`config.mk`:
```
export PLATFORM = sky130hd
export DESIGN_NAME = clru_page_replacement_queue_flat
export DESIGN_NICKNAME = d
export VERILOG_FILES = /design/src/hdl/clru_pkg.sv /design/src/hdl/clru_if.sv /design/src/hdl/clru_ctrl.sv /design/src/hdl/clru_dpath.sv /design/src/hdl/clru_page_replacement_queue.sv /design/src/flat_wrapper.sv
export SDC_FILE = /design/constraint.sdc
export NUM_CORES = 2
export LEC_CHECK = 0
export BUFFER_PORTS_ARGS = -buffer_cell sky130_fd_sc_hd__clkbuf_2
export CORE_AREA = 2 2 494 496
export CTS_BUF_LIST = sky130_fd_sc_hd__clkbuf_8
export DETAILED_ROUTE_END_ITERATION = 7
export DIE_AREA = 0 0 496 498
export HOLD_SLACK_MARGIN = 0.08
export PLACE_DENSITY = 0.68
export RECOVER_POWER = 25
export SYNTH_ARGS = -nofsm -noshare
export SYNTH_HDL_FRONTEND = slang
export SYNTH_HIERARCHICAL = 1
export SYNTH_SLANG_ARGS = --single-unit
export TNS_END_PERCENT = 5
```
`constraint.sdc`:
```
create_clock -name clock -period 8.2 [get_ports clock]
set_input_delay 1.64 -clock clock [delete_from_list [all_inputs] [get_ports clock]]
set_output_delay 1.64 -clock clock [all_outputs]
set_load 0.005 [all_outputs]
```
`src/hdl/clru_pkg.sv`:
```
`default_nettype none
package clru_pkg;

   localparam int CSR_ADDR_BITS = 3;
   localparam int CSR_DATA_BITS = 32;
   localparam int CAP_BITS = 7;
   localparam logic [CAP_BITS-1:0] CAP_RESET = 7'd64;
   localparam logic REG_CAPACITY = 1'b0;

   typedef enum logic [1:0] {
      MODE_MAP    = 2'd0,
      MODE_ACCESS = 2'd1,
      MODE_TICK   = 2'd2,
      MODE_EVICT  = 2'd3
   } mode_type;

   typedef enum logic [1:0] {
      KIND_REVOKE = 2'd0,
      KIND_VICTIM = 2'd1,
      KIND_EMPTY  = 2'd2,
      KIND_FULL   = 2'd3
   } kind_type;

   typedef enum logic [2:0] {
      ST_IDLE,
      ST_ACCESS,
      ST_PART,
      ST_DRAIN,
      ST_FULL,
      ST_EMPTY,
      ST_EVICT
   } state_type;

   typedef enum logic [1:0] {
      WALK_NONE,
      WALK_ACCESS,
      WALK_PART,
      WALK_DRAIN
   } walk_type;

   typedef struct packed {
      logic     latch_req;
      logic     map_write;
      logic     walk_clear;
      logic     walk_restart;
      walk_type walk;
      logic     evict_read;
      logic     load_full;
      logic     load_empty;
      logic     load_victim;
   } cmd_type;

   typedef struct packed {
      logic full;
      logic empty;
      logic walk_done;
      logic drain_none;
      logic out_free;
   } status_type;

endpackage
`default_nettype wire

```
`src/hdl/clru_if.sv`:
```
`default_nettype none
interface clru_req_if #(
   parameter int PAGE_BITS = 20
);
   logic                 valid;
   logic                 ready;
   logic [1:0]           mode;
   logic [PAGE_BITS-1:0] page_number;

   modport source (output valid, output mode, output page_number, input ready);
   modport sink (input valid, input mode, input page_number, output ready);
endinterface

interface clru_rsp_if #(
   parameter int PAGE_BITS = 20
);
   logic                 valid;
   logic                 ready;
   logic [PAGE_BITS-1:0] page_out;
   logic [1:0]           kind;
   logic                 last;

   modport source (output valid, output page_out, output kind, output last, input ready);
   modport sink (input valid, input page_out, input kind, input last, output ready);
endinterface
`default_nettype wire

```
`src/hdl/clru_ctrl.sv`:
```
`default_nettype none
module clru_ctrl (
   input  wire                    clock,
   input  wire                    reset,
   input  wire                    req_valid,
   input  wire clru_pkg::mode_type req_mode,
   input  wire clru_pkg::status_type status,
   output logic                   req_ready,
   output clru_pkg::cmd_type      cmd
);

   clru_pkg::state_type state_ff;
   clru_pkg::state_type state_in;

   always_ff @(posedge clock) begin
      if (reset) begin
         state_ff <= clru_pkg::ST_IDLE;
      end else begin
         state_ff <= state_in;
      end
   end

   always_comb begin
      state_in = state_ff;
      req_ready = 1'b0;
      cmd = '0;
      cmd.walk = clru_pkg::WALK_NONE;
      unique case (state_ff)
         clru_pkg::ST_IDLE: begin
            req_ready = 1'b1;
            if (req_valid) begin
               cmd.latch_req = 1'b1;
               cmd.walk_clear = 1'b1;
               unique case (req_mode)
                  clru_pkg::MODE_MAP: begin
                     if (status.full) begin
                        state_in = clru_pkg::ST_FULL;
                     end else begin
                        cmd.map_write = 1'b1;
                     end
                  end
                  clru_pkg::MODE_ACCESS: begin
                     if (!status.empty) begin
                        state_in = clru_pkg::ST_ACCESS;
                     end
                  end
                  clru_pkg::MODE_TICK: begin
                     if (!status.empty) begin
                        state_in = clru_pkg::ST_PART;
                     end
                  end
                  clru_pkg::MODE_EVICT: begin
                     if (status.empty) begin
                        state_in = clru_pkg::ST_EMPTY;
                     end else begin
                        cmd.evict_read = 1'b1;
                        state_in = clru_pkg::ST_EVICT;
                     end
                  end
               endcase
            end
         end
         clru_pkg::ST_ACCESS: begin
            cmd.walk = clru_pkg::WALK_ACCESS;
            if (status.walk_done) begin
               state_in = clru_pkg::ST_IDLE;
            end
         end
         clru_pkg::ST_PART: begin
            cmd.walk = clru_pkg::WALK_PART;
            if (status.walk_done) begin
               if (status.drain_none) begin
                  state_in = clru_pkg::ST_IDLE;
               end else begin
                  cmd.walk_restart = 1'b1;
                  state_in = clru_pkg::ST_DRAIN;
               end
            end
         end
         clru_pkg::ST_DRAIN: begin
            cmd.walk = clru_pkg::WALK_DRAIN;
            if (status.walk_done) begin
               state_in = clru_pkg::ST_IDLE;
            end
         end
         clru_pkg::ST_FULL: begin
            if (status.out_free) begin
               cmd.load_full = 1'b1;
               state_in = clru_pkg::ST_IDLE;
            end
         end
         clru_pkg::ST_EMPTY: begin
            if (status.out_free) begin
               cmd.load_empty = 1'b1;
               state_in = clru_pkg::ST_IDLE;
            end
         end
         clru_pkg::ST_EVICT: begin
            if (status.out_free) begin
               cmd.load_victim = 1'b1;
               state_in = clru_pkg::ST_IDLE;
            end
         end
         default: begin
            state_in = clru_pkg::ST_IDLE;
         end
      endcase
   end

endmodule
`default_nettype wire

```
`src/hdl/clru_dpath.sv`:
```
`default_nettype none
module clru_dpath #(
   parameter int QUEUE_DEPTH = 64,
   parameter int PAGE_BITS = 20
) (
   input  wire                                  clock,
   input  wire                                  reset,
   input  wire clru_pkg::cmd_type               cmd,
   input  wire [PAGE_BITS-1:0]                  req_page,
   input  wire                                  csr_psel,
   input  wire                                  csr_penable,
   input  wire                                  csr_pwrite,
   input  wire [clru_pkg::CSR_ADDR_BITS-1:0]    csr_paddr,
   input  wire [clru_pkg::CSR_DATA_BITS-1:0]    csr_pwdata,
   output logic [clru_pkg::CSR_DATA_BITS-1:0]   csr_prdata,
   input  wire                                  rsp_ready,
   output logic                                 rsp_valid,
   output logic [PAGE_BITS-1:0]                 rsp_page,
   output logic [1:0]                           rsp_kind,
   output logic                                 rsp_last,
   output clru_pkg::status_type                 status
);

   localparam int IW = (QUEUE_DEPTH > 1) ? $clog2(QUEUE_DEPTH) : 1;
   localparam int CW = $clog2(QUEUE_DEPTH + 1);
   localparam int CMPW = (CW > clru_pkg::CAP_BITS) ? CW : clru_pkg::CAP_BITS;
   localparam logic [IW-1:0] LAST_SLOT = IW'(QUEUE_DEPTH - 1);

   logic [PAGE_BITS:0]   main_mem [QUEUE_DEPTH];
   logic [PAGE_BITS-1:0] temp_mem [QUEUE_DEPTH];

   logic [PAGE_BITS:0]   main_rd_ff;
   logic [PAGE_BITS-1:0] temp_rd_ff;
   logic                 main_we;
   logic [IW-1:0]        main_waddr;
   logic [PAGE_BITS:0]   main_wdata;
   logic                 main_re;
   logic [IW-1:0]        main_raddr;
   logic                 temp_we;
   logic [IW-1:0]        temp_waddr;
   logic                 temp_re;

   logic [clru_pkg::CAP_BITS-1:0] capacity_ff;
   logic [IW-1:0]        head_ff, head_in;
   logic [CW-1:0]        count_ff, count_in;
   logic [CW-1:0]        idx_ff, idx_in;
   logic                 sv_ff, sv_in;
   logic [CW-1:0]        nf_ff, nf_in;
   logic [IW-1:0]        rd_slot_ff, rd_slot_in;
   logic [IW-1:0]        w_slot_ff, w_slot_in;
   logic [IW-1:0]        addr_q_ff, addr_q_in;
   logic [PAGE_BITS-1:0] req_page_ff, req_page_in;
   logic                 rsp_valid_ff, rsp_valid_in;
   logic [PAGE_BITS-1:0] rsp_page_ff, rsp_page_in;
   clru_pkg::kind_type   rsp_kind_ff, rsp_kind_in;
   logic                 rsp_last_ff, rsp_last_in;

   logic                 csr_write;
   logic [CMPW-1:0]      eff_cap;
   logic [CW:0]          tail_sum;
   logic [CW:0]          tail_wrap;
   logic [IW-1:0]        tail;
   logic                 out_free;
   logic                 issue;
   logic                 main_rd_flag;
   logic [PAGE_BITS-1:0] main_rd_page;

   assign main_rd_flag = main_rd_ff[PAGE_BITS];
   assign main_rd_page = main_rd_ff[PAGE_BITS-1:0];

   assign csr_write = csr_psel && csr_penable && csr_pwrite
                      && (csr_paddr[2] == clru_pkg::REG_CAPACITY);
   assign csr_prdata = (csr_paddr[2] == clru_pkg::REG_CAPACITY)
                       ? {{(clru_pkg::CSR_DATA_BITS - clru_pkg::CAP_BITS){1'b0}}, capacity_ff}
                       : '0;

   assign eff_cap = (CMPW'(capacity_ff) > CMPW'(QUEUE_DEPTH))
                    ? CMPW'(QUEUE_DEPTH) : CMPW'(capacity_ff);

   assign tail_sum = (CW + 1)'(head_ff) + (CW + 1)'(count_ff);
   assign tail_wrap = (tail_sum >= (CW + 1)'(QUEUE_DEPTH))
                      ? tail_sum - (CW + 1)'(QUEUE_DEPTH) : tail_sum;
   assign tail = tail_wrap[IW-1:0];

   assign out_free = !rsp_valid_ff || rsp_ready;

   assign status.full = (CMPW'(count_ff) >= eff_cap);
   assign status.empty = (count_ff == '0);
   assign status.drain_none = (nf_ff == '0);
   assign status.out_free = out_free;
   assign status.walk_done = !sv_ff && ((cmd.walk == clru_pkg::WALK_DRAIN)
                             ? (idx_ff == nf_ff) : (idx_ff == count_ff));

   assign rsp_valid = rsp_valid_ff;
   assign rsp_page = rsp_page_ff;
   assign rsp_kind = rsp_kind_ff;
   assign rsp_last = rsp_last_ff;

   always_ff @(posedge clock) begin
      if (main_we) begin
         main_mem[main_waddr] <= main_wdata;
      end
      if (main_re) begin
         main_rd_ff <= main_mem[main_raddr];
      end
      if (temp_we) begin
         temp_mem[temp_waddr] <= main_rd_page;
      end
      if (temp_re) begin
         temp_rd_ff <= temp_mem[idx_ff[IW-1:0]];
      end
   end

   always_ff @(posedge clock) begin
      if (reset) begin
         capacity_ff <= clru_pkg::CAP_RESET;
         head_ff <= '0;
         count_ff <= '0;
         idx_ff <= '0;
         sv_ff <= 1'b0;
         nf_ff <= '0;
         rd_slot_ff <= '0;
         w_slot_ff <= '0;
         rsp_valid_ff <= 1'b0;
      end else begin
         if (csr_write) begin
            capacity_ff <= csr_pwdata[clru_pkg::CAP_BITS-1:0];
         end
         head_ff <= head_in;
         count_ff <= count_in;
         idx_ff <= idx_in;
         sv_ff <= sv_in;
         nf_ff <= nf_in;
         rd_slot_ff <= rd_slot_in;
         w_slot_ff <= w_slot_in;
         rsp_valid_ff <= rsp_valid_in;
      end
   end

   always_ff @(posedge clock) begin
      addr_q_ff <= addr_q_in;
      req_page_ff <= req_page_in;
      rsp_page_ff <= rsp_page_in;
      rsp_kind_ff <= rsp_kind_in;
      rsp_last_ff <= rsp_last_in;
   end

   always_comb begin
      head_in = head_ff;
      count_in = count_ff;
      idx_in = idx_ff;
      sv_in = sv_ff;
      nf_in = nf_ff;
      rd_slot_in = rd_slot_ff;
      w_slot_in = w_slot_ff;
      addr_q_in = addr_q_ff;
      req_page_in = req_page_ff;
      rsp_valid_in = rsp_valid_ff && !rsp_ready;
      rsp_page_in = rsp_page_ff;
      rsp_kind_in = rsp_kind_ff;
      rsp_last_in = rsp_last_ff;
      main_we = 1'b0;
      main_waddr = w_slot_ff;
      main_wdata = {1'b0, main_rd_page};
      main_re = 1'b0;
      main_raddr = rd_slot_ff;
      temp_we = 1'b0;
      temp_waddr = nf_ff[IW-1:0];
      temp_re = 1'b0;
      issue = 1'b0;

      if (cmd.latch_req) begin
         req_page_in = req_page;
      end

      if (cmd.map_write) begin
         main_we = 1'b1;
         main_waddr = tail;
         main_wdata = {1'b0, req_page};
         count_in = count_ff + CW'(1);
      end

      unique case (cmd.walk)
         clru_pkg::WALK_NONE: begin
            sv_in = 1'b0;
         end
         clru_pkg::WALK_ACCESS, clru_pkg::WALK_PART: begin
            issue = (idx_ff < count_ff);
            sv_in = issue;
            if (issue) begin
               main_re = 1'b1;
               idx_in = idx_ff + CW'(1);
               addr_q_in = rd_slot_ff;
               rd_slot_in = (rd_slot_ff == LAST_SLOT) ? '0 : rd_slot_ff + IW'(1);
            end
            if (sv_ff) begin
               if (cmd.walk == clru_pkg::WALK_ACCESS) begin
                  if (main_rd_page == req_page_ff) begin
                     main_we = 1'b1;
                     main_waddr = addr_q_ff;
                     main_wdata = {1'b1, main_rd_page};
                  end
               end else if (main_rd_flag) begin
                  temp_we = 1'b1;
                  nf_in = nf_ff + CW'(1);
               end else begin
                  main_we = 1'b1;
                  w_slot_in = (w_slot_ff == LAST_SLOT) ? '0 : w_slot_ff + IW'(1);
               end
            end
         end
         clru_pkg::WALK_DRAIN: begin
            issue = (!sv_ff || out_free) && (idx_ff < nf_ff);
            sv_in = issue || (sv_ff && !out_free);
            if (issue) begin
               temp_re = 1'b1;
               idx_in = idx_ff + CW'(1);
            end
            if (sv_ff && out_free) begin
               main_we = 1'b1;
               main_wdata = {1'b0, temp_rd_ff};
               w_slot_in = (w_slot_ff == LAST_SLOT) ? '0 : w_slot_ff + IW'(1);
               rsp_valid_in = 1'b1;
               rsp_page_in = temp_rd_ff;
               rsp_kind_in = clru_pkg::KIND_REVOKE;
               rsp_last_in = (idx_ff == nf_ff);
            end
         end
      endcase

      if (cmd.evict_read) begin
         main_re = 1'b1;
         main_raddr = head_ff;
      end

      if (cmd.load_full) begin
         rsp_valid_in = 1'b1;
         rsp_page_in = req_page_ff;
         rsp_kind_in = clru_pkg::KIND_FULL;
         rsp_last_in = 1'b1;
      end

      if (cmd.load_empty) begin
         rsp_valid_in = 1'b1;
         rsp_page_in = '0;
         rsp_kind_in = clru_pkg::KIND_EMPTY;
         rsp_last_in = 1'b1;
      end

      if (cmd.load_victim) begin
         rsp_valid_in = 1'b1;
         rsp_page_in = main_rd_page;
         rsp_kind_in = clru_pkg::KIND_VICTIM;
         rsp_last_in = 1'b1;
         head_in = (head_ff == LAST_SLOT) ? '0 : head_ff + IW'(1);
         count_in = count_ff - CW'(1);
      end

      if (cmd.walk_clear) begin
         idx_in = '0;
         sv_in = 1'b0;
         nf_in = '0;
         rd_slot_in = head_ff;
         w_slot_in = head_ff;
      end

      if (cmd.walk_restart) begin
         idx_in = '0;
         sv_in = 1'b0;
      end
   end

endmodule
`default_nettype wire

```
`src/hdl/clru_page_replacement_queue.sv`:
```
// Map: taken with no result; the next request is taken in the following cycle.
// Map on full and evict: the result is registered once the output is free; input reopens with it.
// Access: one resident entry per cycle on the main store port.
// Tick: a pass over the entries, then a drain pass when any entry is flagged; revokes
// leave one per cycle from the copy store while the output is not stalled.
// Reset: synchronous; queue empties, capacity returns to 64, no clearing pass.
`default_nettype none
module clru_page_replacement_queue #(
   parameter int QUEUE_DEPTH = 64,
   parameter int PAGE_BITS = 20
) (
   input  wire                                clock,
   input  wire                                reset,
   clru_req_if.sink                           req_if,
   clru_rsp_if.source                         rsp_if,
   input  wire                                csr_psel,
   input  wire                                csr_penable,
   input  wire                                csr_pwrite,
   input  wire [clru_pkg::CSR_ADDR_BITS-1:0]  csr_paddr,
   input  wire [clru_pkg::CSR_DATA_BITS-1:0]  csr_pwdata,
   output logic [clru_pkg::CSR_DATA_BITS-1:0] csr_prdata,
   output logic                               csr_pready
);

   clru_pkg::cmd_type    cmd;
   clru_pkg::status_type status;
   clru_pkg::mode_type   req_mode;

   assign csr_pready = 1'b1;
   assign req_mode = clru_pkg::mode_type'(req_if.mode);

   clru_ctrl u_ctrl (
      .clock     (clock),
      .reset     (reset),
      .req_valid (req_if.valid),
      .req_mode  (req_mode),
      .status    (status),
      .req_ready (req_if.ready),
      .cmd       (cmd)
   );

   clru_dpath #(
      .QUEUE_DEPTH (QUEUE_DEPTH),
      .PAGE_BITS   (PAGE_BITS)
   ) u_dpath (
      .clock       (clock),
      .reset       (reset),
      .cmd         (cmd),
      .req_page    (req_if.page_number),
      .csr_psel    (csr_psel),
      .csr_penable (csr_penable),
      .csr_pwrite  (csr_pwrite),
      .csr_paddr   (csr_paddr),
      .csr_pwdata  (csr_pwdata),
      .csr_prdata  (csr_prdata),
      .rsp_ready   (rsp_if.ready),
      .rsp_valid   (rsp_if.valid),
      .rsp_page    (rsp_if.page_out),
      .rsp_kind    (rsp_if.kind),
      .rsp_last    (rsp_if.last),
      .status      (status)
   );

   a_idle_no_walk: assert property (@(posedge clock) disable iff (reset)
      req_if.ready |-> (cmd.walk == clru_pkg::WALK_NONE))
      else $error("walk command while taking requests");

   a_load_when_free: assert property (@(posedge clock) disable iff (reset)
      (cmd.load_full || cmd.load_empty || cmd.load_victim) |-> status.out_free)
      else $error("result loaded over a waiting result");

   a_map_not_full: assert property (@(posedge clock) disable iff (reset)
      cmd.map_write |-> !status.full)
      else $error("map written into a full queue");

   a_evict_blocks: assert property (@(posedge clock) disable iff (reset)
      cmd.evict_read |=> !req_if.ready)
      else $error("request taken before victim delivered");

endmodule
`default_nettype wire
```
`src/flat_wrapper.sv`:
```
// flat-port wrapper written by rule: the top's interface ports become plain ports
module clru_page_replacement_queue_flat 
#(
   parameter int QUEUE_DEPTH = 64,
   parameter int PAGE_BITS = 20
)
  (clock, reset, csr_psel, csr_penable, csr_pwrite, csr_paddr, csr_pwdata, csr_prdata, csr_pready, req_if_valid, req_if_mode, req_if_page_number, req_if_ready, rsp_if_valid, rsp_if_page_out, rsp_if_kind, rsp_if_last, rsp_if_ready);
  clru_req_if #(.PAGE_BITS(PAGE_BITS)) req_if_i ();
  clru_rsp_if #(.PAGE_BITS(PAGE_BITS)) rsp_if_i ();
  input  wire clock;
  input  wire reset;
  input  wire csr_psel;
  input  wire csr_penable;
  input  wire csr_pwrite;
  input  wire [clru_pkg::CSR_ADDR_BITS-1:0] csr_paddr;
  input  wire [clru_pkg::CSR_DATA_BITS-1:0] csr_pwdata;
  output logic [clru_pkg::CSR_DATA_BITS-1:0] csr_prdata;
  output logic csr_pready;
  input wire logic [$bits(req_if_i.valid)-1:0] req_if_valid;
  input wire logic [$bits(req_if_i.mode)-1:0] req_if_mode;
  input wire logic [$bits(req_if_i.page_number)-1:0] req_if_page_number;
  output wire logic [$bits(req_if_i.ready)-1:0] req_if_ready;
  output wire logic [$bits(rsp_if_i.valid)-1:0] rsp_if_valid;
  output wire logic [$bits(rsp_if_i.page_out)-1:0] rsp_if_page_out;
  output wire logic [$bits(rsp_if_i.kind)-1:0] rsp_if_kind;
  output wire logic [$bits(rsp_if_i.last)-1:0] rsp_if_last;
  input wire logic [$bits(rsp_if_i.ready)-1:0] rsp_if_ready;
  assign req_if_i.valid = req_if_valid;
  assign req_if_i.mode = req_if_mode;
  assign req_if_i.page_number = req_if_page_number;
  assign req_if_ready = req_if_i.ready;
  assign rsp_if_valid = rsp_if_i.valid;
  assign rsp_if_page_out = rsp_if_i.page_out;
  assign rsp_if_kind = rsp_if_i.kind;
  assign rsp_if_last = rsp_if_i.last;
  assign rsp_if_i.ready = rsp_if_ready;
  clru_page_replacement_queue #(.QUEUE_DEPTH(QUEUE_DEPTH), .PAGE_BITS(PAGE_BITS)) u_core (.clock(clock), .reset(reset), .req_if(req_if_i), .rsp_if(rsp_if_i), .csr_psel(csr_psel), .csr_penable(csr_penable), .csr_pwrite(csr_pwrite), .csr_paddr(csr_paddr), .csr_pwdata(csr_pwdata), .csr_prdata(csr_prdata), .csr_pready(csr_pready));
endmodule
```
==> Yosys cells after proc, flatten, opt, wreduce, memory -nomap -nowiden <==
Memory sizes are Yosys's and may differ from the RTL's. A register that Yosys moved wholly into a read port is not among the register bits.
Cells that the tools add are included.
{ "totals": {"inputBits": 64, "output_inout_bits": 58, "ram_bits": 2624, "word_cells": 204, "mem_count": 2, "latchBits": 0, "register_bits": 100, "rom_bits": 0} }
{ "memory_table": {"columns": ["name", "words", "width", "read_ports", "rd_clocked_by_memory_dff", "write_ports", "line_no", "source"], "rows": [
  ["u_core.u_dpath.main_mem", 64, 21, 1, 1, 1, "clru_dpath.sv:29", "logic [PAGE_BITS:0] main_mem [QUEUE_DEPTH];"],
  ["u_core.u_dpath.temp_mem", 64, 20, 1, 1, 1, "clru_dpath.sv:30", "logic [PAGE_BITS-1:0] temp_mem [QUEUE_DEPTH];"]
]} }
{ "op_classes": {"bitwise": 2, "n_mul": 0, "n_lt_le_gt_ge": 5, "n_addsub": 9, "reduce_logical": 44, "shifts": 0, "n_eq_ne": 31, "n_div": 0, "mux": 96} }
{ "ops": {"columns": ["cell", "n"], "rows": [
  ["2-to-1 mux 20 bit", 6],
  ["2-to-1 mux 6 bit", 18],
  ["2-to-1 mux 21 bit", 4],
  ["2-to-1 mux 7 bit", 6],
  ["case mux 21 bit (2 select lines)", 1],
  ["2-to-1 mux 1 bit", 39],
  ["2-to-1 mux 3 bit", 9],
  ["case mux 3 bit (4 select lines)", 2],
  ["adder 7 x 1 -> 7 bit, second input constant", 3],
  ["equality test 20 bit", 1],
  ["adder 6 x 1 -> 6 bit, second input constant", 3],
  ["equality test 6 bit, second input constant", 3],
  ["equality test 7 bit", 2],
  ["zero test 7 bit", 2],
  ["< comparator 7 bit", 2],
  ["case mux 7 bit (2 select lines)", 1],
  ["2-to-1 mux 2 bit", 6],
  ["!= test 3 x 2 -> 1 bit, second input constant", 4],
  ["case mux 6 bit (2 select lines)", 1],
  ["AND reduction 2 bit", 5],
  ["equality test 3 bit, second input constant", 3],
  ["nonzero test 3 bit", 3],
  ["OR reduction 3 bit", 3],
  ["adder 6 x 7 -> 8 bit", 1],
  ["other kinds (29)", 59]
]} }

==> Depth between registers and ports, before layout <==
{ "logic_depth": {"depth_word": 14, "mapped_depth": 18, "ltp_nobuf": 16} }

==> Cells and area by module <==
Netlist, hierarchy kept.
{ "modules_own_cells": {"columns": ["mod", "n_inst", "seq_area_each_um2", "area_each_um2", "cells_per_inst"], "rows": [
  ["clru_dpath", 1, 82429.1, 107883.5, 4956],
  ["clru_ctrl", 1, 60.1, 455.4, 59],
  ["clru_page_replacement_queue", 1, 0.0, 11.3, 2]
]} }

==> Least setup slack after synthesis <==
No wires, ideal clock.
{ "synth_path": {"path_type": "in2reg", "startpoint": "input port req_if_mode[0]", "endpoint": "memory u_core/u_dpath/main_mem[0][10] (netlist name) (data pin)", "setup_slack_ns": 1.675, "arrival_time_ns": 5.822, "t_required_ns": 7.498, "stages": 10, "path_cell_list": "inv_1 > ha_1 > nand2b_1 > nor2_1 > clkbuf_1 > clkinv_1 > a31oi_1 > buf_1 > mux2i_1 > o21ai_0"} }
{ "synth_rtl": {"columns": ["item", "line_no", "source"], "rows": [
  ["from (decl)", "flat_wrapper.sv:20", "input wire logic [$bits(req_if_i.mode)-1:0] req_if_mode;"],
  ["to (decl)", "clru_dpath.sv:29", null]
]} }

==> Worst setup path in the final report <==
{ "layout_path": {"startpoint": "register u_core.u_dpath.idx_ff[1]", "endpoint": "register u_core.u_dpath.temp_rd_ff[19], read port of u_core.u_dpath.temp_mem (data pin)"} }
{ "layout_between": {"elab_chain_len": 4} }
{ "layout_rtl": {"columns": ["item", "line_no", "source"], "rows": [
  ["from (decl)", "clru_dpath.sv:46", "logic [CW-1:0] idx_ff, idx_in;"],
  ["from (signal assigned)", "clru_dpath.sv:131", "idx_ff <= idx_in;"],
  ["< comparator 7 bit", "clru_dpath.sv:213", "issue = (!sv_ff || out_free) && (idx_ff < nf_ff);"],
  ["logical AND 1 bit", "clru_dpath.sv:213", null],
  ["2-to-1 mux 1 bit", "clru_dpath.sv:215", "if (issue) begin"],
  ["2-to-1 mux 1 bit", "clru_dpath.sv:183", "unique case (cmd.walk)"],
  ["to (decl)", "clru_dpath.sv:33", "logic [PAGE_BITS-1:0] temp_rd_ff;"]
]} }
Parallel ways exist; a longest one is shown, timed or not.
A chain may end at the register's enable or synchronous reset.

==> parameters.txt <==
Parameter                              Value

CTS
  Clock-pin slew of the registers on the worst-case setup and hold paths    60 ps
  Clk buf depth    4
  Number of gates given a new drive strength after cts    0
  Number of setup buffers added after CTS    0
  Clock network latency to the later pin of the worst-skew pair    1140 ps
  Buffer cell driving the clock tree root    sky130_fd_sc_hd__clkbuf_8
  Num CTS Buffers    438
  CTS sink cnt    2765
  Clock tree from TritonCTS    yes
  Clock H-tree levels    5
  # hold bufs at CTS    0

Critical path
  Flop2flop setup slack    1290 ps
  Arr. time, crit path    7680 ps
  Depth of the worst register-to-register path    6
  Setup Crit Path Kind    reg -> reg
  Largest driver fanout on the critical path    124
  Slowest stage cell, crit path    sky130_fd_sc_hd__clkbuf_2
  Crit-path max cell delay    2720 ps
  Worst r2r dst    u_core/u_dpath/temp_rd_ff[19]
  CP Data Required Time    8970 ps
  Sequence of cells on the critical path    clkbuf_2, buf_4, mux4_2, mux4_2, a22oi_1, nand2_1
  Element type at the critical path end    register
  Launch point of the worst reg-to-reg path    u_core/u_dpath/idx_ff[1]
  CP Launch Type    register
  Most frequent cell on the critical path    sky130_fd_sc_hd__mux4_2

STA
  Final Hold Violating Endpoints    0
  RSZ-0062 raised after global routing    false
  Relative slew slack    -1.554
  Top achievable clock speed    144.8 MHz
  Max-slew violation count    1544
  Final worst-path cycle share    0.8423
  Final TNS setup    0 ps
  Slew at the pin with the worst max-slew slack    3831 ps
  # setup viols final    0
  Clock Skews    112.3 ps
  Minimum period implied by the final worst setup slack    6907 ps

Min path
  Hold depth    1
  Terminating pin of the worst hold path    u_core/u_dpath/capacity_ff[6]
  Hold Crit Class    reg -> reg
  Hold Crit Start    u_core/u_dpath/capacity_ff[6]

Logic synthesis
  Post-synthesis sequential area ratio    0.7613
  Yosys warns    6
  Post-synthesis adder-cell area fraction    0.005451
  Synth Cell Area    108400 µm²
  Proportion of synthesized flip-flops having asynchronous set or reset    0
  Leading cell types by total area after synthesis    sky130_fd_sc_hd__edfxtp_1 (75%), sky130_fd_sc_hd__mux4_2 (15%), sky130_fd_sc_hd__a22oi_1 (1.5%)
  Simple-gate share of the synthesized area    0.02605
  Largest area contributor in the synthesized netlist    sky130_fd_sc_hd__edfxtp_1
  Parity-gate share of the synthesized area counting xor and xnor cells    0.003314
  Number of synthesized flops with an enable pin    2711
  Fraction of the mapped netlist area in compound gates    0.02898
  Dominant combinational cell family by area after synthesis    multiplexers
  Post-synth top flop    sky130_fd_sc_hd__edfxtp_1
  Gate Count Post-Synth    5017
  Average instance area after synthesis    21.60 µm²
  Share of the synthesized area in the top cell type    0.7513
  Share of synthesized area spent on multiplexers    0.1601
  Post-synthesis cell type count    76
  Yosys reg bits    2765

Place
  Port Buf Inserts    68
  Weighted congestion at the end of routability-driven global placement    0.8868
  Post-DP Area    114100 µm²
  DP Wirelength    151700 µm

Die
  Number of placement rows    181
  Die outline width    496 µm
  Boundary Pins    122
  Floorplan die height    498 µm
  Initial core utilization    0.4480
  Core box area    241900 µm²
  Full die area    247000 µm²

Detailed routing
  Remaining routing DRC violations    0
  Violation count after the first detailed-route iteration    7485
  Number of iterations in the first detailed-routing pass    7
  Routed wire length per instance    29.74 µm
  Antenna violation net count after detailed routing    0
  Via density    6.028
  Total length of routed wires    267900 µm
  Detailed-route via count    54310

Finish
  Post-layout instance area    121600 µm²
  Commonest cells after routing, fill and taps aside    sky130_fd_sc_hd__edfxtp_1 (2711), sky130_fd_sc_hd__mux4_2 (730), sky130_fd_sc_hd__clkbuf_8 (446), sky130_fd_sc_hd__a22oi_1 (211), sky130_fd_sc_hd__buf_4 (186)
  FILL cells    19000
  Number of nets in the layout    5580
  Area delta synth->final    12.19%
  Share of layout cells above drive strength 1    0.2942
  Most frequent standard cell in the layout excluding fill and tap cells    sky130_fd_sc_hd__edfxtp_1

GRT
  Initial antenna violation count    20
  Global-route wire length before repair    381100 µm
  GRT Residual Overflow    0
  Pin count of the biggest net entering global routing    140
  Number of global-route vias before repair    53710
  All-layer global routing usage    0.2152

Status
  Result of the run    finished, violations left
  Violated checks    capacitance limit, slew limit

Run
  Max-capacitance violation count    23

Pwr
  Worst voltage drop across the vdd grid    347.0 µV
  Cell Pwr Density    302.4 nW/µm²
  Lkg Pwr    37.20 nW
[cell type report]
class                           instances  area [µm²]  area share
Antenna cell                           13       32.53   0.0002676
Clock buffer                          446        6138     0.05050
Clock inverter                        319        1468     0.01207
Inverter                               41       153.9    0.001266
Multi-Input combinational cell       1934       25220      0.2075
Sequential cell                      2765       82500      0.6787
Tap cell                             3202        4006     0.03296
Timing Repair Buffer                  290        2034     0.01674
[cell families after synthesis]
group / after synthesis
simple gates: 558
fa+ha+maj: 46
buf+inv: 342
xor+xnor: 41
other cells: 2
mux: 818
compound gates: 445
flops: 2765
[stage by stage]
| stage | hold WS [ps] | worst slack (ps) | instances | power, mW | utilization |
|---|---|---|---|---|---|
| finish | 497.6 | 1293 | 9010 | 36.76 | 0.5026 |
| global route | 524.4 | 970.9 | 9005 | 38.10 | 0.5025 |
| CTS | 499.4 | 1897 | 8997 | 36.95 | 0.5031 |
| detailed placement | 486.0 | 1936 | 8232 | 26.67 | 0.4717 |
| global placement | 473.4 | 2103 | 8232 | 26.39 | 0.4717 |
| floorplan | 406.4 | 1675 | 5041 | 23.46 | - |
[synth_stat cells, drive strengths merged (10+ instances only)]
library cell	number
mux2	18
a22oi	218
clkbuf	149
nand2b	10
nor2b	25
nand4	56
o21ai	59
a21oi	53
nand2	128
nor4	30
mux2i	70
and3	11
a221o	12
ha	44
a31o	12
nor2	134
or2	23
inv	39
and2	12
a31oi	21
dfxtp	54
nand3	30
buf	152
mux4	730
xnor2	33
edfxtp	2711
nor3	57
nand3b	12
[power by group]
part           switching (mW)  internal, mW  leakage [nW]
logic                    5.54          2.71          7.79
clock network            5.16          5.21          4.44
registers               0.213          17.9          25.0
[how the worst max path moves through the flow]
| stage | from | end | slack (ps) | cells past startpoint |
|---|---|---|---|---|
| CTS | u_core/u_dpath/count_ff[0] | u_core/u_dpath/main_mem[7][13] | 1900 | 15 |
| global route | u_core/u_dpath/main_rd_ff[14] | u_core/u_dpath/main_mem[18][16] | 970 | 9 |
| floorplan | req_if_mode[0] | u_core/u_dpath/main_mem[0][10] | 1680 | 10 |
| finish | u_core/u_dpath/idx_ff[1] | u_core/u_dpath/temp_rd_ff[19] | 1290 | 6 |
| detailed placement | u_core/u_dpath/count_ff[0] | u_core/u_dpath/main_mem[59][13] | 1940 | 15 |
| global placement | u_core/u_dpath/count_ff[0] | u_core/u_dpath/main_mem[58][13] | 2100 | 15 |
[sequential cells by signal, summed over array words and instances, names as in the netlist, 7 cells and up]
name                        count
u_core/u_dpath/idx_ff           7
u_core/u_dpath/temp_rd_ff      20
u_core/u_dpath/req_page_ff     20
u_core/u_dpath/count_ff         7
u_core/u_dpath/nf_ff            7
u_core/u_dpath/temp_mem      1280
u_core/u_dpath/main_rd_ff      21
u_core/u_dpath/main_mem      1344
u_core/u_dpath/rsp_page        20
u_core/u_dpath/capacity_ff      7
[critical path: cells and delay by family, from the launching register on]
family                 cells  cell delay, ps
flip-flops                 1            1190
AO/OA/AOI/OAI              1             500
AND/OR/NAND/NOR            1             250
multiplexers               2             940
buffers and inverters      2            3640
[metal layers]
layer	routed length, µm	GRT usage	vias up
li1	-	-	22180
met1	106600	0.3104	28660
met2	123100	0.3187	3035
met3	28570	0.05139	438
met4	9728	0.08275	2
met5	13	0	-
Power figures use the tool's default switching activity.
